`src/rtl/core/tcap_pkg.sv`:
```
// Shared types, register indexes and constants for the traction current autopilot.
// No dependencies; every other file in rtl/core refers to this package by scoped names.
package tcap_pkg;

  // Work queue between the front and the back
  localparam int unsigned QueueDepth = 2;

  // Configuration port
  localparam int unsigned CfgIdxW  = 3;
  localparam int unsigned CfgDataW = 16;

  localparam logic [CfgIdxW-1:0] RegCurrentMax  = 3'd0;
  localparam logic [CfgIdxW-1:0] RegSpeedGain   = 3'd1;
  localparam logic [CfgIdxW-1:0] RegSlipGain    = 3'd2;
  localparam logic [CfgIdxW-1:0] RegRegenDis    = 3'd3;
  localparam logic [CfgIdxW-1:0] RegLevelScale  = 3'd4;
  localparam logic [CfgIdxW-1:0] RegHoldoffTick = 3'd5;

  // Register reset values
  localparam logic [14:0] CurrentMaxRst   = 15'd8000;
  localparam logic [15:0] SpeedGainRst    = 16'd4096;
  localparam logic [15:0] SlipGainRst     = 16'd4096;
  localparam logic        RegenDisRst     = 1'b0;
  localparam logic [15:0] LevelScaleRst   = 16'd32768;
  localparam logic [15:0] HoldoffTicksRst = 16'd10;

  // Control constants: 40 kPa lock threshold, 5 A relay band, 5 km/h hysteresis
  localparam logic [9:0]         PressureLimit = 10'd40;
  localparam logic signed [15:0] RelayBand     = 16'sd50;
  localparam logic signed [12:0] LockErrBand   = 13'sd50;
  localparam logic [15:0]        CountMax      = 16'hFFFF;

  // Drive mode codes (2-bit signed)
  localparam logic signed [1:0] ModeBrake    = -2'sd1;
  localparam logic signed [1:0] ModeNeutral  = 2'sd0;
  localparam logic signed [1:0] ModeTraction = 2'sd1;

  typedef struct packed {
    logic [11:0] speed_target;
    logic [11:0] speed_train;
    logic [11:0] speed_wheel;
    logic [9:0]  cylinder_pressure;
    logic        motion_allowed;
    logic        handle_at_zero;
    logic        traction_active;
    logic        braking_active;
  } in_item_t;

  typedef struct packed {
    logic signed [1:0]  drive_mode;
    logic signed [15:0] drive_level;
    logic               traction_locked;
    logic               holdoff_busy;
  } out_item_t;

  typedef struct packed {
    logic [14:0] current_max;
    logic [15:0] speed_gain;
    logic [15:0] slip_gain;
    logic        regen_disable;
    logic [15:0] level_scale;
    logic [15:0] holdoff_ticks;
  } cfg_t;

  // Classified tick as it travels from the front to the back
  typedef struct packed {
    logic signed [12:0] err;
    logic [11:0]        slip;
    logic               lock_set;
    logic               err_small;
    logic               motion;
    logic               at_zero;
    logic               trac_on;
    logic               brake_on;
  } work_t;

endpackage

```
`src/rtl/core/tcap_queue.sv`:
```
// Short FIFO of classified work items between the front and the back.
// Depends on tcap_pkg for the work item type.
module tcap_queue #(
  parameter int unsigned Depth = tcap_pkg::QueueDepth
) (
  input  logic             clk_i,
  input  logic             rst_ni,
  input  logic             push_i,
  input  tcap_pkg::work_t  push_data_i,
  output logic             full_o,
  input  logic             pop_i,
  output logic             head_valid_o,
  output tcap_pkg::work_t  head_data_o
);

  localparam int unsigned PtrW = $clog2(Depth);
  localparam int unsigned CntW = $clog2(Depth + 1);
  localparam logic [PtrW-1:0] LastPtr  = PtrW'(Depth - 1);
  localparam logic [CntW-1:0] DepthCnt = CntW'(Depth);

  tcap_pkg::work_t entry_q [Depth];
  logic [PtrW-1:0] wr_ptr_q, wr_ptr_d;
  logic [PtrW-1:0] rd_ptr_q, rd_ptr_d;
  logic [CntW-1:0] count_q, count_d;
  logic            do_push, do_pop;

  assign full_o       = count_q == DepthCnt;
  assign head_valid_o = count_q != '0;
  assign head_data_o  = entry_q[rd_ptr_q];
  assign do_push      = push_i & ~full_o;
  assign do_pop       = pop_i & head_valid_o;

  always_comb begin
    wr_ptr_d = wr_ptr_q;
    rd_ptr_d = rd_ptr_q;
    count_d  = count_q;
    if (do_push) begin
      wr_ptr_d = (wr_ptr_q == LastPtr) ? '0 : wr_ptr_q + 1'b1;
    end
    if (do_pop) begin
      rd_ptr_d = (rd_ptr_q == LastPtr) ? '0 : rd_ptr_q + 1'b1;
    end
    case ({do_push, do_pop})
      2'b10:   count_d = count_q + 1'b1;
      2'b01:   count_d = count_q - 1'b1;
      default: count_d = count_q;
    endcase
  end

  always_ff @(posedge clk_i or negedge rst_ni) begin
    if (!rst_ni) begin
      wr_ptr_q <= '0;
      rd_ptr_q <= '0;
      count_q  <= '0;
    end else begin
      wr_ptr_q <= wr_ptr_d;
      rd_ptr_q <= rd_ptr_d;
      count_q  <= count_d;
    end
  end

  always_ff @(posedge clk_i) begin
    if (do_push) begin
      entry_q[wr_ptr_q] <= push_data_i;
    end
  end

  a_count_bounded: assert property (@(posedge clk_i) disable iff (!rst_ni)
    count_q <= DepthCnt)
    else $error("queue fill count exceeds depth");

  a_pop_moves_ptr: assert property (@(posedge clk_i) disable iff (!rst_ni)
    (do_pop && !do_push) |=> count_q == $past(count_q) - 1'b1)
    else $error("queue pop did not drain an entry");

endmodule

```
`config.mk`:
```
export PLATFORM = sky130hd
export DESIGN_NAME = tcap_queue
export DESIGN_NICKNAME = d
export VERILOG_FILES = /design/src/rtl/core/tcap_pkg.sv /design/src/rtl/core/tcap_queue.sv
export SDC_FILE = /design/constraint.sdc
export NUM_CORES = 1
export LEC_CHECK = 0
export BUFFER_PORTS_ARGS = -buffer_cell sky130_fd_sc_hd__buf_2
export CORE_MARGIN = 2
export CORE_UTILIZATION = 35
export CTS_CLUSTER_SIZE = 25
export DETAILED_ROUTE_END_ITERATION = 12
export GPL_TIMING_DRIVEN = 0
export PLACE_DENSITY = 0.63
export SYNTH_ARGS = -nofsm -noshare
export SYNTH_HDL_FRONTEND = slang
export SYNTH_SLANG_ARGS = --single-unit
```
`constraint.sdc`:
```
create_clock -name clk_i -period 4.74 [get_ports clk_i]
set_clock_uncertainty 0.15 [all_clocks]
set_input_delay 0.237 -clock clk_i [delete_from_list [all_inputs] [get_ports clk_i]]
set_output_delay 0.237 -clock clk_i [all_outputs]
set_load 0.1 [all_outputs]
```
==> metrics.txt <==
status finished, final reports clean; minimum clock period 2.02 ns; grt ovf 0; Crit path depth 4; Total Wirelength 4.33 mm; DR pass1 iterations 4; top cell family by delay on the critical path buffers and inverters; post-cts gate resize count 0; gate count after technology mapping approximately 120; post-DP HPWL 2.57 mm; Syn Nets 151; nets between 200 and 300; WL/cell 13.2 µm; max_cap viols 0; worst slack at placement just under 3 ns; Cell Chain, Critical Path buf_6 -> buf_6 -> mux2_2 -> buf_2; worst hold path endpoint rd_ptr_q$_DFFE_PN0P_; r2r startpoint count_q[0]$_DFFE_PN0P_; drt via density ~4.2; Core ar. 6790 µm²; Worst Path Max Fanout 10; Clock Latency Late Sink between 0.3 and 0.4 ns; largest net degree at the start of global routing 32; most frequent cells after synthesis 62 x edfxtp_1, 27 x mux2_2, 4 x buf_6, 4 x dfrtp_1, 4 x mux2_1; WS Path Type flip-flop to output pin; CTS Buffer Depth 2; GPL Wtd Cong between 0.6 and 0.7; reg2reg end entry_q[1][25]$_DFFE_PP_; Final setup violation count 0; post-synth top area share between 70% and 80%; max incr delay on CP about 0.42 ns; Post-CTS Repair Setup Buffers 0; Antenna Nets Post-Route 0; Seq/Total Area, Yosys 79.9%; synthesized flop and latch total 66; Reg clk slew, reported paths about 0.070 ns; Critical Path Sink Type output pin; Final WS setup ~2.7 ns; top-count cell post-synth edfxtp_1; Req. time, crit path 4.35 ns; CTS sink count 66; Ant. Diodes 0; startpoint types flip-flop; CP max-delay cell buf_2; die area between 7000 and 8000 µm²; initial antenna violation count 0; synth warn 0; TritonCTS clock tree done; Max H-tree Level 3; # IOs between 60 and 70; Die W between 80 and 90 µm; synthesized area between 2000 and 2500 µm²; TNS Setup 0 ns; dominant cell type by area after synthesis edfxtp_1; port bufs 67; Avg Inst Size Synth 21.3 µm²; worst reg2reg setup slack ~2.9 ns; gr usage total roughly an eighth; Min-Delay Path Class primary input to flip-flop; WP data arrival about 1.6 ns; Synth async-reset ratio between 6 and 7%; Crit path top cell by count buf_6; Layout area overhead 42.3%; Final Max Slew Viols 0; CTS root buffer clkbuf_8; vias in the first global route 1,450; hold path cells 3; die height slightly below 90 µm; synth unique cells 15; Period Utilization, post-route about 43%; RSZ-0062 raised after global routing no; total number of vias 1,388; number of synthesized flops with an enable pin 62; global-route wire length before repair approximately 6.7 mm; Core Rows 30; worst r2r path cells 2; hold wc startpoint pop_i; Starting DRT DRC Count 57; Fin. Hold Viols 0; starting density of the core about 36%; layout cell share with drive strength beyond 1 between 50 and 60%; dominant synthesized flop cell edfxtp_1; worst-margin pin slew 0.756 ns; Achievable Freq 496 MHz; relative slew slack 49.6%; CP bufs+invs 3; DRC 0; top cells by area, synth edfxtp_1 76%, mux2_2 12%, dfrtp_1 4.1%; CTS buffer count 9
-- cell type report --
cell class,count,area (µm²)
plain buffers,4,45.0
clock buffers,9,124
clock inverters,7,101
fillers,573,3300
inverters,1,3.75
multi-input cells,44,453
flip-flops and latches,66,1960
well taps,96,120
repair buffers,100,683
-- how the worst max path moves through the flow --
stage / from / to / slack [ns]
6_report: rd_ptr_q$_DFFE_PN0P_ / head_data_o[6] / 2.72
2_1_floorplan: count_q[0]$_DFFE_PN0P_ / entry_q[0][0]$_DFFE_PP_ / 2.23
3_3_place_gp: count_q[0]$_DFFE_PN0P_ / entry_q[0][27]$_DFFE_PP_ / 1.30
4_1_cts: rd_ptr_q$_DFFE_PN0P_ / head_data_o[6] / 2.70
3_5_place_dp: count_q[0]$_DFFE_PN0P_ / entry_q[1][25]$_DFFE_PP_ / 2.92
5_1_grt: rd_ptr_q$_DFFE_PN0P_ / head_data_o[6] / 2.64
-- registers in the layout, summed over array words and instances, names as in the netlist --
name      cells
entry_q      62
count_q       2
rd_ptr_q      1
wr_ptr_q      1
-- repair_timing --
item	in CTS	in global routing
hold buffers	32	0
setup endpoints to repair	0	0
endpoints found under the hold margin	66	0
-- cells in the final DEF, fill, tap and decap left out, drive strengths merged, types with 3 or more instances in the layout --
master | netlist | layout
edfxtp | 62 | 62
buf | 4 | 72
dfrtp | 4 | 4
mux2 | 31 | 31
dlygate4sd3 | 0 | 32
xnor2 | 3 | 3
clkbuf | 0 | 9
-- worst register-to-register path: cells and delay by family (launching register included) --
family / cells / cell delay [ns]
DFF: 1 / 0.41
and+or+nand+nor: 2 / 0.87
-- cells by family after synthesis --
logic type | Yosys count | share of synthesized area [%]
flip-flops | 66 | 79.9
multiplexers | 31 | 14.2
AND/OR/NAND/NOR | 7 | 1.58
XOR/XNOR | 5 | 1.78
buffers and inverters | 5 | 1.99
adder cells (fa/ha/maj) | 1 | 0.510
-- stage by stage --
| stage | area [µm²] | util [%] | cells | hold slack [ns] |
|---|---|---|---|---|
| after floorplan | 2450 | - | 115 | -0.209 |
| after global placement | 2910 | 42.8 | 278 | -0.0970 |
| after detailed placement | 2950 | 43.4 | 279 | -0.0947 |
| after CTS | 3490 | 51.4 | 327 | 0.0329 |
| after global routing | 3490 | 51.4 | 327 | 0.0436 |
| final | 3490 | 51.4 | 327 | 0.0545 |
-- metal layers --
layer / vias to the layer above / routed length (µm) / global-route usage, % / part of all wire, %
li1: 664 / - / - / -
met1: 673 / 1830 / 14.3 / 42
met2: 47 / 2210 / 19.1 / 51
met3: 4 / 261 / 5.84 / 6.0
met4: 0 / 26 / 5.87 / 0.60
met5: - / 0 / 0 / 0
Power is left out: the tool's default activity adds up to more than one toggle a clock period on the data nets, which glitch-free logic cannot reach.
