$ cat src/rtl/core/tcap_pkg.sv
// Shared types, register indexes and constants for the traction current autopilot.
// No dependencies; every other file in rtl/core refers to this package by scoped names.
package tcap_pkg;

  // Work queue between the front and the back
  localparam int unsigned QueueDepth = 2;

  // Configuration port
  localparam int unsigned CfgIdxW  = 3;
  localparam int unsigned CfgDataW = 16;

  localparam logic [CfgIdxW-1:0] RegCurrentMax  = 3'd0;
  localparam logic [CfgIdxW-1:0] RegSpeedGain   = 3'd1;
  localparam logic [CfgIdxW-1:0] RegSlipGain    = 3'd2;
  localparam logic [CfgIdxW-1:0] RegRegenDis    = 3'd3;
  localparam logic [CfgIdxW-1:0] RegLevelScale  = 3'd4;
  localparam logic [CfgIdxW-1:0] RegHoldoffTick = 3'd5;

  // Register reset values
  localparam logic [14:0] CurrentMaxRst   = 15'd8000;
  localparam logic [15:0] SpeedGainRst    = 16'd4096;
  localparam logic [15:0] SlipGainRst     = 16'd4096;
  localparam logic        RegenDisRst     = 1'b0;
  localparam logic [15:0] LevelScaleRst   = 16'd32768;
  localparam logic [15:0] HoldoffTicksRst = 16'd10;

  // Control constants: 40 kPa lock threshold, 5 A relay band, 5 km/h hysteresis
  localparam logic [9:0]         PressureLimit = 10'd40;
  localparam logic signed [15:0] RelayBand     = 16'sd50;
  localparam logic signed [12:0] LockErrBand   = 13'sd50;
  localparam logic [15:0]        CountMax      = 16'hFFFF;

  // Drive mode codes (2-bit signed)
  localparam logic signed [1:0] ModeBrake    = -2'sd1;
  localparam logic signed [1:0] ModeNeutral  = 2'sd0;
  localparam logic signed [1:0] ModeTraction = 2'sd1;

  typedef struct packed {
    logic [11:0] speed_target;
    logic [11:0] speed_train;
    logic [11:0] speed_wheel;
    logic [9:0]  cylinder_pressure;
    logic        motion_allowed;
    logic        handle_at_zero;
    logic        traction_active;
    logic        braking_active;
  } in_item_t;

  typedef struct packed {
    logic signed [1:0]  drive_mode;
    logic signed [15:0] drive_level;
    logic               traction_locked;
    logic               holdoff_busy;
  } out_item_t;

  typedef struct packed {
    logic [14:0] current_max;
    logic [15:0] speed_gain;
    logic [15:0] slip_gain;
    logic        regen_disable;
    logic [15:0] level_scale;
    logic [15:0] holdoff_ticks;
  } cfg_t;

  // Classified tick as it travels from the front to the back
  typedef struct packed {
    logic signed [12:0] err;
    logic [11:0]        slip;
    logic               lock_set;
    logic               err_small;
    logic               motion;
    logic               at_zero;
    logic               trac_on;
    logic               brake_on;
  } work_t;

endpackage

$ cat src/rtl/core/tcap_out_if.sv
// Output channel of the traction current autopilot: valid/ready plus one result.
// Depends on tcap_pkg for the payload type.
interface tcap_out_if;
  logic                valid;
  logic                ready;
  tcap_pkg::out_item_t data;

  modport source (output valid, output data, input ready);
  modport sink   (input valid, input data, output ready);
endinterface

$ cat src/rtl/core/tcap_back.sv
// Back end: four-step sequencer computing current reference, relay, level and handle state.
// Depends on tcap_pkg and tcap_out_if.
module tcap_back (
  input  logic             clk_i,
  input  logic             rst_ni,
  input  tcap_pkg::cfg_t   cfg_i,
  input  logic             head_valid_i,
  input  tcap_pkg::work_t  head_data_i,
  output logic             pop_o,
  tcap_out_if.source       out_o
);

  localparam logic [1:0] StepMix  = 2'd0;
  localparam logic [1:0] StepPart = 2'd1;
  localparam logic [1:0] StepRef  = 2'd2;
  localparam logic [1:0] StepOut  = 2'd3;

  // Control
  logic       busy_q;
  logic [1:0] step_q;
  logic       out_valid_q;
  logic       out_free, done;

  // Datapath registers
  tcap_pkg::work_t      work_q;
  logic signed [30:0]   mix_q;
  logic [30:0]          part_lo_q;
  logic signed [30:0]   part_hi_q;
  logic signed [15:0]   iref_q;
  tcap_pkg::out_item_t  out_data_q;

  // Handle state
  logic signed [1:0]  relay_prev_q, relay_prev_d;
  logic signed [1:0]  mode_q, mode_d;
  logic signed [15:0] level_q, level_d;
  logic               lock_q, lock_d;
  logic               run_q, run_d;
  logic [15:0]        count_q, count_d;

  // Step arithmetic
  logic signed [29:0] prod_err;
  logic [27:0]        prod_slip;
  logic signed [30:0] mix_d;
  logic [30:0]        part_lo_d;
  logic signed [30:0] part_hi_d;
  logic signed [46:0] prod_full;
  logic signed [34:0] iref_wide, imax_wide, lo_wide, iref_clamp;
  logic signed [32:0] lvl_prod;
  logic signed [31:0] lvl_wide;
  logic signed [15:0] lvl_sat;
  logic signed [1:0]  want;
  logic [15:0]        count_tick;
  logic               run_tick;
  logic               reversal;

  assign out_free    = ~out_valid_q | out_o.ready;
  assign done        = busy_q & (step_q == StepOut) & out_free;
  assign pop_o       = head_valid_i & (~busy_q | done);
  assign out_o.valid = out_valid_q;
  assign out_o.data  = out_data_q;

  always_comb begin
    prod_err  = $signed({1'b0, cfg_i.speed_gain}) * work_q.err;
    prod_slip = cfg_i.slip_gain * work_q.slip;
    mix_d     = $signed({prod_err[29], prod_err}) - $signed({3'b000, prod_slip});

    // current_max * mix split on bit 16 of mix
    part_lo_d = cfg_i.current_max * mix_q[15:0];
    part_hi_d = $signed({1'b0, cfg_i.current_max}) * $signed(mix_q[30:16]);

    prod_full  = $signed({part_hi_q, 16'h0000}) + $signed({16'h0000, part_lo_q});
    iref_wide  = $signed(prod_full[46:12]);
    imax_wide  = $signed({20'd0, cfg_i.current_max});
    lo_wide    = cfg_i.regen_disable ? 35'sd0 : -imax_wide;
    iref_clamp = iref_wide;
    if (iref_wide > imax_wide) begin
      iref_clamp = imax_wide;
    end else if (iref_wide < lo_wide) begin
      iref_clamp = lo_wide;
    end
  end

  always_comb begin
    if (iref_q > tcap_pkg::RelayBand) begin
      want = tcap_pkg::ModeTraction;
    end else if (iref_q < -tcap_pkg::RelayBand) begin
      want = tcap_pkg::ModeBrake;
    end else begin
      want = tcap_pkg::ModeNeutral;
    end

    lvl_prod = iref_q * $signed({1'b0, cfg_i.level_scale});
    lvl_wide = lvl_prod[32:1];
    if (lvl_wide > 32'sd32767) begin
      lvl_sat = 16'sh7FFF;
    end else if (lvl_wide < -32'sd32768) begin
      lvl_sat = -16'sh8000;
    end else begin
      lvl_sat = lvl_wide[15:0];
    end

    // advance the hold-off timer at the start of the tick
    count_tick = count_q;
    if (run_q && count_q != tcap_pkg::CountMax) begin
      count_tick = count_q + 16'd1;
    end
    run_tick = run_q & ~(count_tick >= cfg_i.holdoff_ticks);

    reversal = (want != tcap_pkg::ModeNeutral) && (relay_prev_q != tcap_pkg::ModeNeutral) &&
               (want != relay_prev_q);

    relay_prev_d = want;
    mode_d       = mode_q;
    level_d      = level_q;
    run_d        = run_tick;
    count_d      = count_tick;
    if (!run_tick) begin
      if (!work_q.motion || (reversal && !work_q.at_zero)) begin
        mode_d  = tcap_pkg::ModeNeutral;
        run_d   = 1'b1;
        count_d = '0;
      end else if (want == tcap_pkg::ModeTraction && !work_q.trac_on) begin
        mode_d  = work_q.at_zero ? tcap_pkg::ModeTraction : tcap_pkg::ModeNeutral;
        run_d   = 1'b1;
        count_d = '0;
      end else if (want == tcap_pkg::ModeBrake && !work_q.brake_on) begin
        mode_d  = work_q.at_zero ? tcap_pkg::ModeBrake : tcap_pkg::ModeNeutral;
        run_d   = 1'b1;
        count_d = '0;
      end else if (lvl_sat > 16'sd0 && lock_q) begin
        // the lock from the previous tick zeroes a positive level
        level_d = 16'sd0;
      end else begin
        level_d = lvl_sat;
      end
    end

    lock_d = work_q.lock_set | (lock_q & work_q.err_small);
  end

  always_ff @(posedge clk_i or negedge rst_ni) begin
    if (!rst_ni) begin
      busy_q       <= 1'b0;
      step_q       <= StepMix;
      out_valid_q  <= 1'b0;
      relay_prev_q <= tcap_pkg::ModeNeutral;
      mode_q       <= tcap_pkg::ModeNeutral;
      level_q      <= '0;
      lock_q       <= 1'b0;
      run_q        <= 1'b0;
      count_q      <= '0;
    end else begin
      if (out_o.ready) begin
        out_valid_q <= 1'b0;
      end
      if (pop_o) begin
        busy_q <= 1'b1;
        step_q <= StepMix;
      end else if (done) begin
        busy_q <= 1'b0;
      end else if (busy_q && step_q != StepOut) begin
        step_q <= step_q + 2'd1;
      end
      if (done) begin
        out_valid_q  <= 1'b1;
        relay_prev_q <= relay_prev_d;
        mode_q       <= mode_d;
        level_q      <= level_d;
        lock_q       <= lock_d;
        run_q        <= run_d;
        count_q      <= count_d;
      end
    end
  end

  always_ff @(posedge clk_i) begin
    if (pop_o) begin
      work_q <= head_data_i;
    end
    if (busy_q && step_q == StepMix) begin
      mix_q <= mix_d;
    end
    if (busy_q && step_q == StepPart) begin
      part_lo_q <= part_lo_d;
      part_hi_q <= part_hi_d;
    end
    if (busy_q && step_q == StepRef) begin
      iref_q <= iref_clamp[15:0];
    end
    if (done) begin
      out_data_q.drive_mode      <= mode_d;
      out_data_q.drive_level     <= level_d;
      out_data_q.traction_locked <= lock_d;
      out_data_q.holdoff_busy    <= run_d;
    end
  end

  a_step_advance: assert property (@(posedge clk_i) disable iff (!rst_ni)
    (busy_q && step_q != StepOut && !pop_o) |=> busy_q && step_q == $past(step_q) + 2'd1)
    else $error("sequencer skipped or stalled a step");

  a_iref_clamped: assert property (@(posedge clk_i) disable iff (!rst_ni)
    (busy_q && step_q == StepOut) |->
      (iref_q <= $signed({1'b0, cfg_i.current_max}) &&
       iref_q >= -$signed({1'b0, cfg_i.current_max})))
    else $error("current reference outside clamp");

  a_regen_nonneg: assert property (@(posedge clk_i) disable iff (!rst_ni)
    (busy_q && step_q == StepOut && cfg_i.regen_disable) |-> !iref_q[15])
    else $error("negative current reference with regeneration disabled");

  a_done_presents: assert property (@(posedge clk_i) disable iff (!rst_ni)
    done |=> out_valid_q)
    else $error("finished transaction not presented");

endmodule

$ cat src/flat_wrapper.sv
// flat-port wrapper written by rule: the top's interface ports become plain ports
module tcap_back_flat 
  (clk_i, rst_ni, cfg_i, head_valid_i, head_data_i, pop_o, out_o_valid, out_o_data, out_o_ready);
  tcap_out_if out_o_i ();
  input  logic clk_i;
  input  logic rst_ni;
  input  tcap_pkg::cfg_t cfg_i;
  input  logic head_valid_i;
  input  tcap_pkg::work_t head_data_i;
  output logic pop_o;
  output wire logic [$bits(out_o_i.valid)-1:0] out_o_valid;
  output wire logic [$bits(out_o_i.data)-1:0] out_o_data;
  input wire logic [$bits(out_o_i.ready)-1:0] out_o_ready;
  assign out_o_valid = out_o_i.valid;
  assign out_o_data = out_o_i.data;
  assign out_o_i.ready = out_o_ready;
  tcap_back u_core (.clk_i(clk_i), .rst_ni(rst_ni), .cfg_i(cfg_i), .head_valid_i(head_valid_i), .head_data_i(head_data_i), .pop_o(pop_o), .out_o(out_o_i));
endmodule
$ cat config.mk
export PLATFORM = sky130hd
export DESIGN_NAME = tcap_back_flat
export DESIGN_NICKNAME = d
export VERILOG_FILES = /design/src/rtl/core/tcap_pkg.sv /design/src/rtl/core/tcap_out_if.sv /design/src/rtl/core/tcap_back.sv /design/src/flat_wrapper.sv
export SDC_FILE = /design/constraint.sdc
export NUM_CORES = 2
export LEC_CHECK = 0
export BUFFER_PORTS_ARGS = -buffer_cell sky130_fd_sc_hd__buf_4
export CAP_MARGIN = 40
export CORE_ASPECT_RATIO = 1.1
export CORE_UTILIZATION = 45
export DETAILED_ROUTE_END_ITERATION = 16
export HOLD_SLACK_MARGIN = 0.15
export PLACE_DENSITY = 0.57
export SLEW_MARGIN = 10
export SYNTH_ARGS = -nofsm -noshare
export SYNTH_HDL_FRONTEND = slang
export SYNTH_SLANG_ARGS = --single-unit
$ cat constraint.sdc
create_clock -name clk_i -period 11.7 [get_ports clk_i]
set_input_delay 0.585 -clock clk_i [delete_from_list [all_inputs] [get_ports clk_i]]
set_output_delay 0.585 -clock clk_i [all_outputs]
set_load 0.05 [all_outputs]
==> impl_metrics.ini <==
[synth]
async_reset_ff_share_pct = 22.1
synth_fp_nets = 6854
yosys.area.top_type = fa_1
synthesis.area_per_instance_sq_um = 9.13
synth_edf_count = 148
yosysTopAreaCellShare_pct = 35.8
seq_area_frac_synth_pct = 11.4
synth_ff_type = edfxtp_1
synth_area_sq_um = 48300
synth_area_leaders = fa_1, ha_1, edfxtp_1
ys_seq_elements = 190
synth_most_common_cell = inv_1
synth.distinct_cells = 86
synthTopCellsByCount = inv_1, fa_1, nand2_1
yosys_warnings = 0
synth_cells = 5286

[worst_setup_path]
rrSetupSlack_ps = 940
startpoint_type = flip-flop
crit_cells = 42
cpMostUsedCell = fa_1
endpoint_kind = flip-flop
r2r_end = u_core.mix_q[30]
ff2ff_path_depth = 42
slowest_stage = edfxtp_1
cpLargestDelayFamily = adder cells
cp_max_fo = 16
timing.rr.start = u_core.work_q[9]
arrival_ps = 11030
crit_required_ps = 11970
cp_num_buf_inv = 7
crit_type = flip-flop to flip-flop
max_stage_delay_ps = 730

[timing]
worst_slew_margin_rel_pct = 40.0
clock_skew_ps = 17.2
finalHoldViolCount = 0
hold_ws_ps = 235
worst_pin_slew_ps = 900
min_period_ps = 10760
timing.fmax_mhz = 92.9
setup_violations = 0
tns_ps = 0
rsz0062_at_grt = no
finalMaxSlewViolations = 0
period_share_pct = 92.0

[route]
drc = 0
first_iter_violations = 1748
wire_per_inst_um = 17.9
drtPass1Iterations = 5
drtAntennaViolNets = 0
routed_wl_mm = 119
vias = 34942
vias_per_cell = 5.25

[flow_run]
maxCapViolations = 0

[finish]
fillers = 10218
final_layout_size_suffix_gt1_share_pct = 4.43
syn_to_final_growth_pct = 5.80
final_cells = 6659
fin_nets = 6817
diodes = 0
final_util_pct = 48.2

[global_route]
grt_pass1_vias = 37498
grt_max_degree = 51
groute.usage.overall_pct = 23.1
antenna_found_initial = 1
grt_first_pass_wirelength_mm = 199
grt.overflow.total = 0

[clock_tree]
clockRootBuffer = clkbuf_16
tritoncts = done
post_cts_buffers = 0
cts.htree.levels = 4
cts.path.max_buffers = 2
cts_buffers = 17
clk_latency_ps = 520
post_cts_resized = 0
cts.sinks = 190
hold_buffers = 1
clk_pin_slew_ps = 80

[hold_path]
holdCritStartpoint = head_data_i[23]
min_to = u_core.work_q[23]
min_path_type = input pin to flip-flop
min_delay_path_depth = 1

[floorplan]
die-area_sq_um = 109000
io_pins = 137
row_count = 125
initial_utilization_pct = 45.6
die_y_um = 345
core-area_sq_um = 106000
die_w_um = 314

[place]
dp_cells = 6626
hpwl_mm = 95.0
gp_congestion = 0.855
portBuffers = 136

[outcome]
status = complete, no violations
[cells by family after synthesis]
group / share of synthesized area [%]
simple gates: 16.2
fa+ha+maj: 51.1
buf+inv: 10.1
compound gates: 7.60
flops: 11.4
xor+xnor: 3.03
mux: 0.521
[how the worst max path moves through the flow]
| stage | startpoint | end |
|---|---|---|
| final | u_core.work_q[9] | u_core.mix_q[30] |
| after global routing | u_core.work_q[6] | u_core.mix_q[30] |
| after CTS | u_core.work_q[9] | u_core.mix_q[30] |
| after detailed placement | cfg_i[38] | u_core.mix_q[30] |
| after global placement | cfg_i[36] | u_core.mix_q[30] |
| after floorplan | cfg_i[40] | u_core.mix_q[30] |
[placed cells by master (no fill, tap or decap), drive strengths merged, types with 10 or more instances in the layout]
master / netlist / layout
a2111oi: 12 / 12
a211oi: 22 / 22
a21o: 71 / 71
a21oi: 148 / 148
a31oi: 10 / 10
and2: 463 / 463
and3: 26 / 26
buf: 9 / 161
clkbuf: 209 / 19
dfrtp: 42 / 42
edfxtp: 148 / 148
fa: 863 / 863
ha: 590 / 590
inv: 1079 / 1085
mux2i: 15 / 15
nand2: 761 / 761
nand2b: 31 / 31
nand3: 47 / 47
nand4: 23 / 23
nor2: 122 / 122
nor2b: 29 / 29
nor3: 44 / 44
nor4: 10 / 10
o211ai: 14 / 14
o21a: 30 / 30
o21ai: 101 / 101
o21bai: 16 / 16
o22ai: 15 / 15
o2bb2ai: 16 / 16
or3: 16 / 16
xnor2: 120 / 120
xor2: 47 / 47
[worst reg2reg max path, delay by kind of cell, from the launching register on]
family | cells | cell delay [ps]
buf+inv | 7 | 350
compound gates | 16 | 3030
xor+xnor | 2 | 470
simple gates | 4 | 510
flops | 1 | 730
fa+ha+maj | 13 | 5420
[metal layers]
metal	share of wire, %	vias up	routed length (um)	global-route usage [%]
met5	0	-	0	0
met4	2.3	0	2790	6.20
met3	3.8	137	4540	2.52
met2	52	686	61400	41.4
met1	42	17750	50200	29.4
li1	-	16369	-	-
[area by class of cell]
type	count	area (sq um)	share of cell area (%)
Timing Repair Buffer	162	1290	2.53
Sequential cell	190	5500	10.8
Inverter	1080	4050	7.94
Clock buffer	19	453	0.887
Multi-Input combinational cell	3798	37900	74.2
Tap cell	1397	1750	3.42
Clock inverter	13	125	0.245
[state kept, by name, summed over array words and instances, names as in the netlist]
register             cells
u_core.out_o.data       20
u_core.mode_q            2
u_core.relay_prev_q      2
u_core.lock_q            1
u_core.part_lo_q        19
u_core.out_o.valid       1
u_core.mix_q            31
u_core.count_q          16
u_core.busy_q            1
u_core.run_q             1
u_core.level_q          16
u_core.work_q           31
u_core.part_hi_q        31
u_core.iref_q           16
u_core.step_q            2
[metrics by stage]
| step | setup slack (ps) | instance area, sq um |
|---|---|---|
| after floorplan | 1580 | 48300 |
| after global placement | 938 | 50400 |
| after detailed placement | 882 | 50500 |
| after CTS | 856 | 51100 |
| after global routing | 88.5 | 51100 |
| final | 937 | 51100 |
Power is left out: the tool's default activity adds up to more than one toggle a clock period on the data nets, which glitch-free logic cannot reach.
