### config.mk
export PLATFORM = sky130hd
export DESIGN_NAME = tcap_front_flat
export DESIGN_NICKNAME = d
export VERILOG_FILES = /design/src/rtl/core/tcap_pkg.sv /design/src/rtl/core/tcap_in_if.sv /design/src/rtl/core/tcap_front.sv /design/src/flat_wrapper.sv
export SDC_FILE = /design/constraint.sdc
export NUM_CORES = 1
export LEC_CHECK = 0
export BUFFER_PORTS_ARGS = -buffer_cell sky130_fd_sc_hd__buf_2
export CAP_MARGIN = 30
export CORE_MARGIN = 2
export CORE_UTILIZATION = 40
export DETAILED_ROUTE_END_ITERATION = 7
export GPL_ROUTABILITY_DRIVEN = 0
export MAX_ROUTING_LAYER = met4
export PLACE_DENSITY = 0.81
export SLEW_MARGIN = 40
export SYNTH_ARGS = -nofsm -noshare
export SYNTH_HDL_FRONTEND = slang
export SYNTH_SLANG_ARGS = --single-unit
### constraint.sdc
create_clock -name vclk -period 2.4
set_input_delay 0.24 -clock vclk [all_inputs]
set_output_delay 0.24 -clock vclk [all_outputs]
set_load 0.005 [all_outputs]
### src/rtl/core/tcap_pkg.sv
// Shared types, register indexes and constants for the traction current autopilot.
// No dependencies; every other file in rtl/core refers to this package by scoped names.
package tcap_pkg;

  // Work queue between the front and the back
  localparam int unsigned QueueDepth = 2;

  // Configuration port
  localparam int unsigned CfgIdxW  = 3;
  localparam int unsigned CfgDataW = 16;

  localparam logic [CfgIdxW-1:0] RegCurrentMax  = 3'd0;
  localparam logic [CfgIdxW-1:0] RegSpeedGain   = 3'd1;
  localparam logic [CfgIdxW-1:0] RegSlipGain    = 3'd2;
  localparam logic [CfgIdxW-1:0] RegRegenDis    = 3'd3;
  localparam logic [CfgIdxW-1:0] RegLevelScale  = 3'd4;
  localparam logic [CfgIdxW-1:0] RegHoldoffTick = 3'd5;

  // Register reset values
  localparam logic [14:0] CurrentMaxRst   = 15'd8000;
  localparam logic [15:0] SpeedGainRst    = 16'd4096;
  localparam logic [15:0] SlipGainRst     = 16'd4096;
  localparam logic        RegenDisRst     = 1'b0;
  localparam logic [15:0] LevelScaleRst   = 16'd32768;
  localparam logic [15:0] HoldoffTicksRst = 16'd10;

  // Control constants: 40 kPa lock threshold, 5 A relay band, 5 km/h hysteresis
  localparam logic [9:0]         PressureLimit = 10'd40;
  localparam logic signed [15:0] RelayBand     = 16'sd50;
  localparam logic signed [12:0] LockErrBand   = 13'sd50;
  localparam logic [15:0]        CountMax      = 16'hFFFF;

  // Drive mode codes (2-bit signed)
  localparam logic signed [1:0] ModeBrake    = -2'sd1;
  localparam logic signed [1:0] ModeNeutral  = 2'sd0;
  localparam logic signed [1:0] ModeTraction = 2'sd1;

  typedef struct packed {
    logic [11:0] speed_target;
    logic [11:0] speed_train;
    logic [11:0] speed_wheel;
    logic [9:0]  cylinder_pressure;
    logic        motion_allowed;
    logic        handle_at_zero;
    logic        traction_active;
    logic        braking_active;
  } in_item_t;

  typedef struct packed {
    logic signed [1:0]  drive_mode;
    logic signed [15:0] drive_level;
    logic               traction_locked;
    logic               holdoff_busy;
  } out_item_t;

  typedef struct packed {
    logic [14:0] current_max;
    logic [15:0] speed_gain;
    logic [15:0] slip_gain;
    logic        regen_disable;
    logic [15:0] level_scale;
    logic [15:0] holdoff_ticks;
  } cfg_t;

  // Classified tick as it travels from the front to the back
  typedef struct packed {
    logic signed [12:0] err;
    logic [11:0]        slip;
    logic               lock_set;
    logic               err_small;
    logic               motion;
    logic               at_zero;
    logic               trac_on;
    logic               brake_on;
  } work_t;

endpackage

### src/rtl/core/tcap_in_if.sv
// Input channel of the traction current autopilot: valid/ready plus one control tick.
// Depends on tcap_pkg for the payload type.
interface tcap_in_if;
  logic                valid;
  logic                ready;
  tcap_pkg::in_item_t  data;

  modport source (output valid, output data, input ready);
  modport sink   (input valid, input data, output ready);
endinterface

### src/rtl/core/tcap_front.sv
// Front end: accepts ticks from the input channel and classifies them into work items.
// Depends on tcap_pkg and tcap_in_if.
module tcap_front (
  tcap_in_if.sink          in_i,
  input  logic             full_i,
  output logic             push_o,
  output tcap_pkg::work_t  work_o
);

  logic signed [12:0] err;
  logic [12:0]        slip_raw;

  assign in_i.ready = ~full_i;
  assign push_o     = in_i.valid & ~full_i;

  always_comb begin
    err      = $signed({1'b0, in_i.data.speed_target}) - $signed({1'b0, in_i.data.speed_train});
    slip_raw = {1'b0, in_i.data.speed_wheel} - {1'b0, in_i.data.speed_train};

    work_o.err       = err;
    // negative slip counts as none
    work_o.slip      = slip_raw[12] ? 12'd0 : slip_raw[11:0];
    work_o.lock_set  = in_i.data.cylinder_pressure > tcap_pkg::PressureLimit;
    work_o.err_small = err < tcap_pkg::LockErrBand;
    work_o.motion    = in_i.data.motion_allowed;
    work_o.at_zero   = in_i.data.handle_at_zero;
    work_o.trac_on   = in_i.data.traction_active;
    work_o.brake_on  = in_i.data.braking_active;
  end

endmodule

### src/flat_wrapper.sv
// flat-port wrapper written by rule: the top's interface ports become plain ports
module tcap_front_flat 
  (full_i, push_o, work_o, in_i_valid, in_i_data, in_i_ready);
  tcap_in_if in_i_i ();
  input  logic full_i;
  output logic push_o;
  output tcap_pkg::work_t work_o;
  input wire logic [$bits(in_i_i.valid)-1:0] in_i_valid;
  input wire logic [$bits(in_i_i.data)-1:0] in_i_data;
  output wire logic [$bits(in_i_i.ready)-1:0] in_i_ready;
  assign in_i_i.valid = in_i_valid;
  assign in_i_i.data = in_i_data;
  assign in_i_ready = in_i_i.ready;
  tcap_front u_core (.in_i(in_i_i), .full_i(full_i), .push_o(push_o), .work_o(work_o));
endmodule
==> metrics.md, run 1 <==
| Metric | Value |
|---|---|
| Yosys top cell area share | `0.247` |
| Drt drc | `0` |
| Area occupied by multi-input gates | `between 1000 and 1500 µm²` |
| Remaining Overflow, GRT | `0` |
| Cell taking the most area after synthesis | `ha_1` |
| Met2 usage | `0.411` |
| Leakage | `approximately 1.1 nW` |
| Slew @ Worst Pin | `slightly below 400 ps` |
| Post-Syn Area | `between 1000 and 1500 µm²` |
| Clock power share | `0` |
| Comb pwr share | `1.000` |
| Seq pwr share | `0` |
| First-pass GRT wire length | `between 5 and 6 mm` |
| CP endpoint kind | `output pin` |
| Count leader, synth | `ha_1` |
| Final min period | `between 2000 and 3000 ps` |
| Ranking of synthesized cells by area | `ha_1 25%, xnor2_1 8.7%, a21oi_1 6.6%, inv_1 6.5%, nor2_1 4.6%` |
| Row count | `19` |
| Final Hold Vio Count | `0` |
| Pint | `between 0.0003 and 0.0004 W` |
| Worst Setup Start Kind | `primary input` |
| Initial antenna violation count | `0` |
| Largest net degree at the start of global routing | `11` |
| Die Y | `59.1 µm` |
| Failing checks | `setup timing` |
| Number of vias per cell | `around 5.3` |
| Cells after Synth | `170` |
| Setup tns final | `-370 ps` |
| Routing usage on met3 | `0.00873` |
| Clock buffers | `0` |
| Net Count, Synth | `about 250` |
| Switching power | `between 0.0002 and 0.0003 W` |
| WL/cell | `~13 µm` |
| Ports | `85` |
| Top Usage Layer GRT | `met2` |
| Syn avg cell area | `~7 µm²` |
| Vias in the first global route | `between 1,000 and 1,500` |
| Status | `finished with violations` |
| Slew HR | `0.737` |
| Synthesis Warnings | `0` |
| Crit Path Class | `primary input to output pin` |
| HP Class | `primary input to output pin` |
| Gr usage total | `0.207` |
| Sw Ratio | `0.469` |
| Initial DRT Pass Iterations | `4` |
| Initial drt markers | `38` |
| Post-synthesis sequential area ratio | `0` |
| Initial Utilization | `0.429` |
| GR Util met1 | `0.227` |
| Max Clk Rate | `0.371 GHz` |
| Seq cells | `0` |
| Layout cells sized above 1 | `0.531` |
| Core Region | `2830 µm²` |
| Req. time, crit path | `between 2000 and 2500 ps` |
| Critical Path End | `work_o[4]` |
| Pre-CTS WS | `-454 ps` |
| Worst endpoint data arrival time | `2460 ps` |
| Fill cell count | `230` |
| Sequential cell area | `0 µm²` |
| Vias post-DR | `around 1,600` |
| Setup violations, final | `3` |
| # Max-Cap Violations | `0` |
| # diodes | `0` |
| Placed cell areas | `around 1900 µm²` |
| Hold buffers post-CTS | `0` |
| Hold slack | `around 480 ps` |
| Die area | `approximately 3500 µm²` |
| Top post-synthesis cells by count | `24 x ha_1, 21 x inv_1, 16 x a21oi_1, 15 x nor2_1, 12 x xnor2_1` |
| Final net count | `between 300 and 400` |
| Remaining antenna violation count | `0` |
| Crit path launch | `in_i_data[38]` |
| P&R area growth vs syn | `69.4%` |
| Post-route cell area | `2060 µm²` |
| RSZ-0062 raised after global routing | `true` |
| Crit share post-route | `1.12` |
| Final worst setup slack | `-296 ps` |
| Pwr/cell area | `between 300 and 400 nW/µm²` |
| WL final | `about 4 mm` |
| Final Max Slew Viols | `0` |
| Worst vdd ir | `approximately 0.00020 V` |
| Finished Core Util | `0.728` |
| Distinct cells, synth | `39` |
| Die Wd | `59.1 µm` |
| Worst-path fanout max | `2` |
| DP HPWL | `between 3 and 4 mm` |
| Port bufs | `just under 80` |
layout by cell type (no fill, tap or decap), types with 3 or more instances in the layout:
| cell type | n |
|---|---|
| nand2_1 | 9 |
| nor2_2 | 3 |
| nor2_1 | 11 |
| buf_4 | 30 |
| inv_2 | 4 |
| o21ai_1 | 4 |
| o21ai_0 | 5 |
| a21o_1 | 7 |
| nand2b_1 | 7 |
| ha_1 | 20 |
| buf_2 | 73 |
| o21ai_2 | 3 |
| a21oi_1 | 13 |
| buf_6 | 5 |
| xnor2_1 | 10 |
| xor2_1 | 4 |
| nand3b_1 | 3 |
| inv_1 | 15 |
| ha_4 | 3 |
cell type report:
class                      instances  area share
inverter                          21      0.0456
tap                               31      0.0188
timing repair buffer             109       0.322
multi-input combinational        145       0.614
power by group through the flow:
stage	Sequential (W)	Combinational (W)	Clock, W
3_3_place_gp	0	0.000529	0
5_1_grt	0	0.000685	0
6_report	0	0.000628	0
3_5_place_dp	0	0.000544	0
4_1_cts	0	0.000566	0
2_1_floorplan	0	0.000300	0
per-layer routing:
layer	wire length, µm	vias up
li1	-	812
met1	1510	746
met2	2300	67
met3	233	10
met4	72	0
met5	0	-
how the worst min path moves through the flow:
stage / startpoint / slack (ps) / endpoint / cells after the start
after CTS: in_i_data[2] / 480 / work_o[2] / 0
after global placement: in_i_data[2] / 480 / work_o[2] / 0
after floorplan: full_i / 510 / in_i_ready / 1
after global routing: in_i_data[0] / 480 / work_o[0] / 0
after detailed placement: in_i_data[2] / 480 / work_o[2] / 0
final: in_i_data[0] / 480 / work_o[0] / 0
stage by stage:
step / power (W) / cells
2_1_floorplan: 0.000300 / 170
6_report: 0.000628 / 306
4_1_cts: 0.000566 / 303
5_1_grt: 0.000685 / 306
3_3_place_gp: 0.000529 / 302
3_5_place_dp: 0.000544 / 302
logic make-up after synthesis:
| kind of cell | after synthesis | synth area share |
|---|---|---|
| compound gates | 52 | 0.298 |
| simple gates | 49 | 0.206 |
| fa+ha+maj | 26 | 0.280 |
| buf+inv | 26 | 0.0927 |
| xor+xnor | 16 | 0.115 |
| mux | 1 | 0.00824 |
timing repair:
action / 4_1_cts / 5_1_grt
gates cloned: 0 / 1
setup endpoints to repair: 14 / 16
pin swaps: 22 / 28
setup buffers: 1 / 4
gates resized for setup: 16 / 27
critical path: stages:
cell	delay, ps
buf_8	110
inv_12	40
ha_4	120
inv_2	30
fa_2	330
buf_4	140
xor2_1	150
o311a_1	340
or4_4	540
o41ai_4	240
buf_2	170
No activity file was read; power rests on OpenSTA's default activity.
==> inputs of run 2 (changes only) <==
Settings changed: ABC_AREA set to 1, PLACE_DENSITY 0.81 to 0.76.
==> run 2 against run 1 <==
Effect of this change:
- the run now ends clean
- area after synthesis increased by 28%
- synthesized cell count increased by 76%
- largest cell class unchanged
- sequential share of layout area unchanged
- non-clock buffer count shrank 32
- first-iteration DRC count rose to 2.9 times the previous value
- maximum frequency increased by 23%
- clock-buffer cell count unchanged
- die area increased by 26%
- global-route usage decreased by 0.66 points
- setup slack better by 500 ps
- utilization is 19 points lower
- critical endpoint is now work_o[15]
- final cell count rose by 37%
==> metrics.md, run 2 <==
| Metric | Value |
|---|---|
| Hold buffers post-CTS | `0` |
| Clock power share | `0` |
| CP max stage delay | `approximately 450 ps` |
| DP HPWL | `3.76 mm` |
| Post-synthesis sequential area ratio | `0` |
| Final min period | `2200 ps` |
| Net Count, Synth | `approximately 380` |
| Crit Path Class | `primary input to output pin` |
| Worst path buffer plus inverter count | `5` |
| Cell taking the most area after synthesis | `nand2_1` |
| Sequential cell area | `0 µm²` |
| # Max-Cap Violations | `0` |
| Ports | `85` |
| Slew @ Worst Pin | `319 ps` |
| Comb pwr share | `1.000` |
| Switching power | `about 0.00029 W` |
| Final Max Slew Viols | `0` |
| Drt drc | `0` |
| Pre-CTS WS | `approximately 210 ps` |
| Gr usage total | `0.201` |
| Final net count | `approximately 450` |
| CP dominant cell by count | `nand2_1` |
| Cells after Synth | `299` |
| Post-cts repair resize count | `0` |
| Req. time, crit path | `2160 ps` |
| Setup tns final | `0 ps` |
| Worst-path fanout max | `7` |
| First-pass GRT wire length | `7.18 mm` |
| Initial Utilization | `0.420` |
| Die area | `4390 µm²` |
| CP endpoint kind | `output pin` |
| Max Clk Rate | `about 0.46 GHz` |
| Top post-synthesis cells by count | `94 x nand2_1, 59 x inv_1, 32 x nor2_1, 30 x nand3_1, 24 x ha_1` |
| Crit-path cells | `buf_2 -> inv_1 -> ha_1 -> inv_1 -> fa_1 -> a31o_2 -> nand2_1 -> nand2_1 -> nand2_1 -> nand2_2 -> inv_2 -> nor2_1 -> buf_2` |
| Commonest cells after routing, fill and taps aside | `94 x nand2_1, 77 x buf_2, 59 x inv_1` |
| Post-Syn Area | `around 1600 µm²` |
| Clock buffers | `0` |
| Seq pwr share | `0` |
| Fill cell count | `445` |
| WL final | `around 4.2 mm` |
| Finished Core Util | `0.533` |
| Setup violations, final | `0` |
| Final Hold Vio Count | `0` |
| Final worst setup slack | `approximately 200 ps` |
| Synthesis Warnings | `0` |
| Status | `finished, final reports clean` |
| Die Wd | `66.3 µm` |
| Remaining antenna violation count | `0` |
| Syn avg cell area | `slightly above 5 µm²` |
| Yosys top cell area share | `0.228` |
| Worst vdd ir | `0.000104 V` |
| Vias in the first global route | `1,738` |
| Initial drt markers | `around 110` |
| Commonest non-fill, non-tap cell in the layout | `nand2_1` |
| Remaining Overflow, GRT | `0` |
| CP delay by family, top | `adder cells` |
| Initial antenna violation count | `0` |
| Slew HR | `0.788` |
| Layout cells sized above 1 | `0.228` |
| Row count | `22` |
| Overall power | `between 0.0005 and 0.0006 W` |
| Worst Setup Start Kind | `primary input` |
| Port bufs | `77` |
| WL/cell | `10.1 µm` |
| Seq cells | `0` |
| Worst endpoint data arrival time | `a little under 2000 ps` |
| Initial DRT Pass Iterations | `4` |
| Count leader, synth | `nand2_1` |
| Die Y | `approximately 66 µm` |
| RSZ-0062 raised after global routing | `false` |
| Setup bufs post-CTS | `0` |
| # diodes | `0` |
| Number of vias per cell | `4.85` |
| P&R area growth vs syn | `26.8%` |
| Core Region | `between 3000 and 4000 µm²` |
| Distinct cells, synth | `27` |
| Vias post-DR | `between 2,000 and 2,500` |
| Pwr/cell area | `around 260 nW/µm²` |
| Largest net degree at the start of global routing | `8` |
| CP max-delay cell | `fa_1` |
| HP Class | `primary input to output pin` |
| Sw Ratio | `0.574` |
| Ranking of synthesized cells by area | `nand2_1 23%, ha_1 19%, inv_1 14%, nand3_1 9.7%, nor2_1 7.7%` |
| Crit share post-route | `0.915` |
| Leakage | `1.30 nW` |
| Pint | `~0.00021 W` |
-- run 2: cell types whose count changed after synthesis, moves of 6 or more --
| cell | before | now |
|---|---|---|
| a21o_1 | 7 | 1 |
| nand2_1 | 9 | 94 |
| inv_1 | 21 | 59 |
| xnor2_1 | 12 | 1 |
| nor2_1 | 15 | 32 |
| nand3_1 | 2 | 30 |
| nand2b_1 | 7 | 0 |
-- run 2: cells by family (layout without fill, tap and decap cells) --
group           Yosys count  in the layout  share of synthesized area
simple gates            174            174                      0.475
buf+inv                  64            137                      0.165
compound gates           29             29                      0.107
fa+ha+maj                26             26                      0.220
xor+xnor                  6              6                     0.0339
-- run 2: power groups by stage --
stage          clock [W]  sequential [W]  combinational (W)
2_1_floorplan          0               0           0.000337
3_3_place_gp           0               0           0.000493
3_5_place_dp           0               0           0.000498
4_1_cts                0               0           0.000501
5_1_grt                0               0           0.000575
6_report               0               0           0.000502
-- run 2: through the flow --
step                area (µm²)  cells  hold WS (ps)
floorplan                 1550    299           507
global placement          1970    420           480
detailed placement        1970    420           480
CTS                       1970    420           480
global route              1970    420           480
finish                    1970    420           480
-- run 2: area by class of cell --
type	count	area (µm²)	area share
Inverter	60	225	0.115
Multi-Input combinational cell	235	1290	0.659
Tap cell	48	60.1	0.0306
Timing Repair Buffer	77	385	0.196
-- run 2: final timing paths --
path                      start         end  cells past startpoint
setup / recovery  in_i_data[14]  work_o[15]                     13
hold / removal     in_i_data[0]   work_o[0]                      0
-- run 2: per-layer routing --
layer / wire (µm) / global-route usage / vias to the layer above
li1: - / - / 1093
met1: 2050 / 0.295 / 868
met2: 1840 / 0.321 / 77
met3: 334 / 0.00681 / 0
met4: 0 / 0.00765 / 0
met5: 0 / - / -
==> inputs of run 3 (changes only) <==
Settings changed: PLACE_DENSITY 0.76 to 0.73, SETUP_SLACK_MARGIN set to 0.2.
Clock period 2.4 ns to 2.2 ns, I/O delays scaled along.
==> run 3 against run 2 <==
Effect of this change:
- cell area up 12%
- utilization up 6.2 points
- highest routed layer is now met4
- global-route usage down 0.62 points
- first-iteration DRC count up 9.2%
- combinational power up 23%
- critical path type unchanged
- die area unchanged
==> metrics.md, run 3 (synthesis gave the netlist of run 2 again) <==
| Metric | Value |
|---|---|
| Clock power share | `0` |
| Pwr/cell area | `around 280 nW/µm²` |
| Final Hold Vio Count | `0` |
| Req. time, crit path | `around 2000 ps` |
| Final Max Slew Viols | `0` |
| Gr usage total | `0.194` |
| RSZ-0062 raised after global routing | `true` |
| # Max-Cap Violations | `0` |
| Die Y | `around 66 µm` |
| Remaining antenna violation count | `0` |
| Vias post-DR | `~2,000` |
| Worst-path fanout max | `7` |
| Sequential cell area | `0 µm²` |
| Hold buffers post-CTS | `0` |
| WL met3 | `264 µm` |
| Die area | `~4400 µm²` |
| WL final | `about 4.4 mm` |
| Overall power | `0.000618 W` |
| Seq pwr share | `0` |
| Ports | `85` |
| Worst endpoint data arrival time | `roughly 1700 ps` |
| Pint | `between 0.0002 and 0.0003 W` |
| Leakage | `about 1.3 nW` |
| Commonest non-fill, non-tap cell in the layout | `nand2_1` |
| Core Region | `between 3000 and 4000 µm²` |
| P&R area growth vs syn | `41.6%` |
| Status | `finished, final reports clean` |
| Switching power | `between 0.0003 and 0.0004 W` |
| Finished Core Util | `0.595` |
| Worst vdd ir | `roughly 0.00014 V` |
| Sw Ratio | `0.559` |
| Initial antenna violation count | `0` |
| Comb pwr share | `1.000` |
| Max Clk Rate | `a little over 0.5 GHz` |
| Initial DRT Pass Iterations | `4` |
| Port bufs | `77` |
| Highest routed layer | `met4` |
| # diodes | `0` |
| Worst Hold Launch | `in_i_data[0]` |
| First-pass GRT wire length | `~7 mm` |
| Remaining Overflow, GRT | `0` |
| Initial drt markers | `approximately 120` |
| Row count | `22` |
| Crit share post-route | `0.878` |
| Setup tns final | `0 ps` |
| Worst Setup Start Kind | `primary input` |
| Final net count | `between 400 and 500` |
| Largest net degree at the start of global routing | `8` |
| DP HPWL | `between 3 and 4 mm` |
| Pre-CTS WS | `92.4 ps` |
| Metal2 WL | `around 2.0 mm` |
| HP Class | `primary input to output pin` |
| Final worst setup slack | `~270 ps` |
| Vias in the first global route | `around 1,800` |
| Setup violations, final | `0` |
| Number of vias per cell | `4.79` |
| Initial Utilization | `0.420` |
| Crit path launch | `in_i_data[14]` |
| Met1 wire length | `2.12 mm` |
| Slew @ Worst Pin | `314 ps` |
| Final min period | `a little under 2000 ps` |
| Hold slack | `approximately 440 ps` |
| Clock buffers | `0` |
| WL/cell | `between 10 and 15 µm` |
| Die Wd | `approximately 66 µm` |
| Layout cells sized above 1 | `0.335` |
| Seq cells | `0` |
| CP endpoint kind | `output pin` |
| Commonest cells after routing, fill and taps aside | `85 x nand2_1, 74 x buf_2, 54 x inv_1` |
| Drt drc | `0` |
| Slew HR | `0.789` |
| Crit Path Class | `primary input to output pin` |
-- run 3: cell types whose count changed in the layout (fill, tap and decap cells not counted), moves of 4 or more --
cell and delta:
nand2_1 -9, nand2_2 +7, a21oi_1 -6, buf_4 +4, ha_4 +5, ha_1 -10
ha_2 +5, inv_1 -5, a21oi_2 +5
-- run 3: final timing paths --
kind	endpoint	slack [ps]	cells after the start
worst max-delay path	work_o[14]	270	13
worst min-delay path	work_o[0]	440	0
-- run 3: critical path: stages --
cell and delay, ps:
buf_6 90, inv_2 50, ha_4 140, inv_4 40, fa_2 390, a31o_4 250, nand2_2 60, nand2_2 70
nand2_2 70, nand2_4 80, inv_6 90, nor2_1 40, buf_2 120
-- run 3: layout make-up --
cell class	count	area [µm²]
Fill cell	402	1490
Inverter	60	235
Multi-Input combinational cell	235	1470
Tap cell	48	60.1
Timing Repair Buffer	81	434
-- run 3: repair_timing --
item,in CTS,in global routing
endpoints found under the setup margin,8,13
resized for setup,5,51
pin swaps,1,21
buffers inserted,1,2
-- run 3: through the flow --
| step | instance area (µm²) | instances |
|---|---|---|
| floorplan | 1550 | 299 |
| global placement | 1970 | 421 |
| detailed placement | 1970 | 421 |
| CTS | 1990 | 422 |
| global route | 2200 | 424 |
| finish | 2200 | 424 |
-- run 3: power by group through the flow --
| stage | Clock [W] | Sequential, W | Combinational (W) |
|---|---|---|---|
| after global routing | 0 | 0 | 0.000702 |
| after floorplan | 0 | 0 | 0.000368 |
| after detailed placement | 0 | 0 | 0.000545 |
| after global placement | 0 | 0 | 0.000542 |
| final | 0 | 0 | 0.000618 |
| after CTS | 0 | 0 | 0.000554 |
-- run 3: layer usage --
metal,up-vias,GRT usage
li1,1100,-
met1,855,0.269
met2,72,0.333
met3,2,0.00681
met4,0,0.00510
met5,-,-
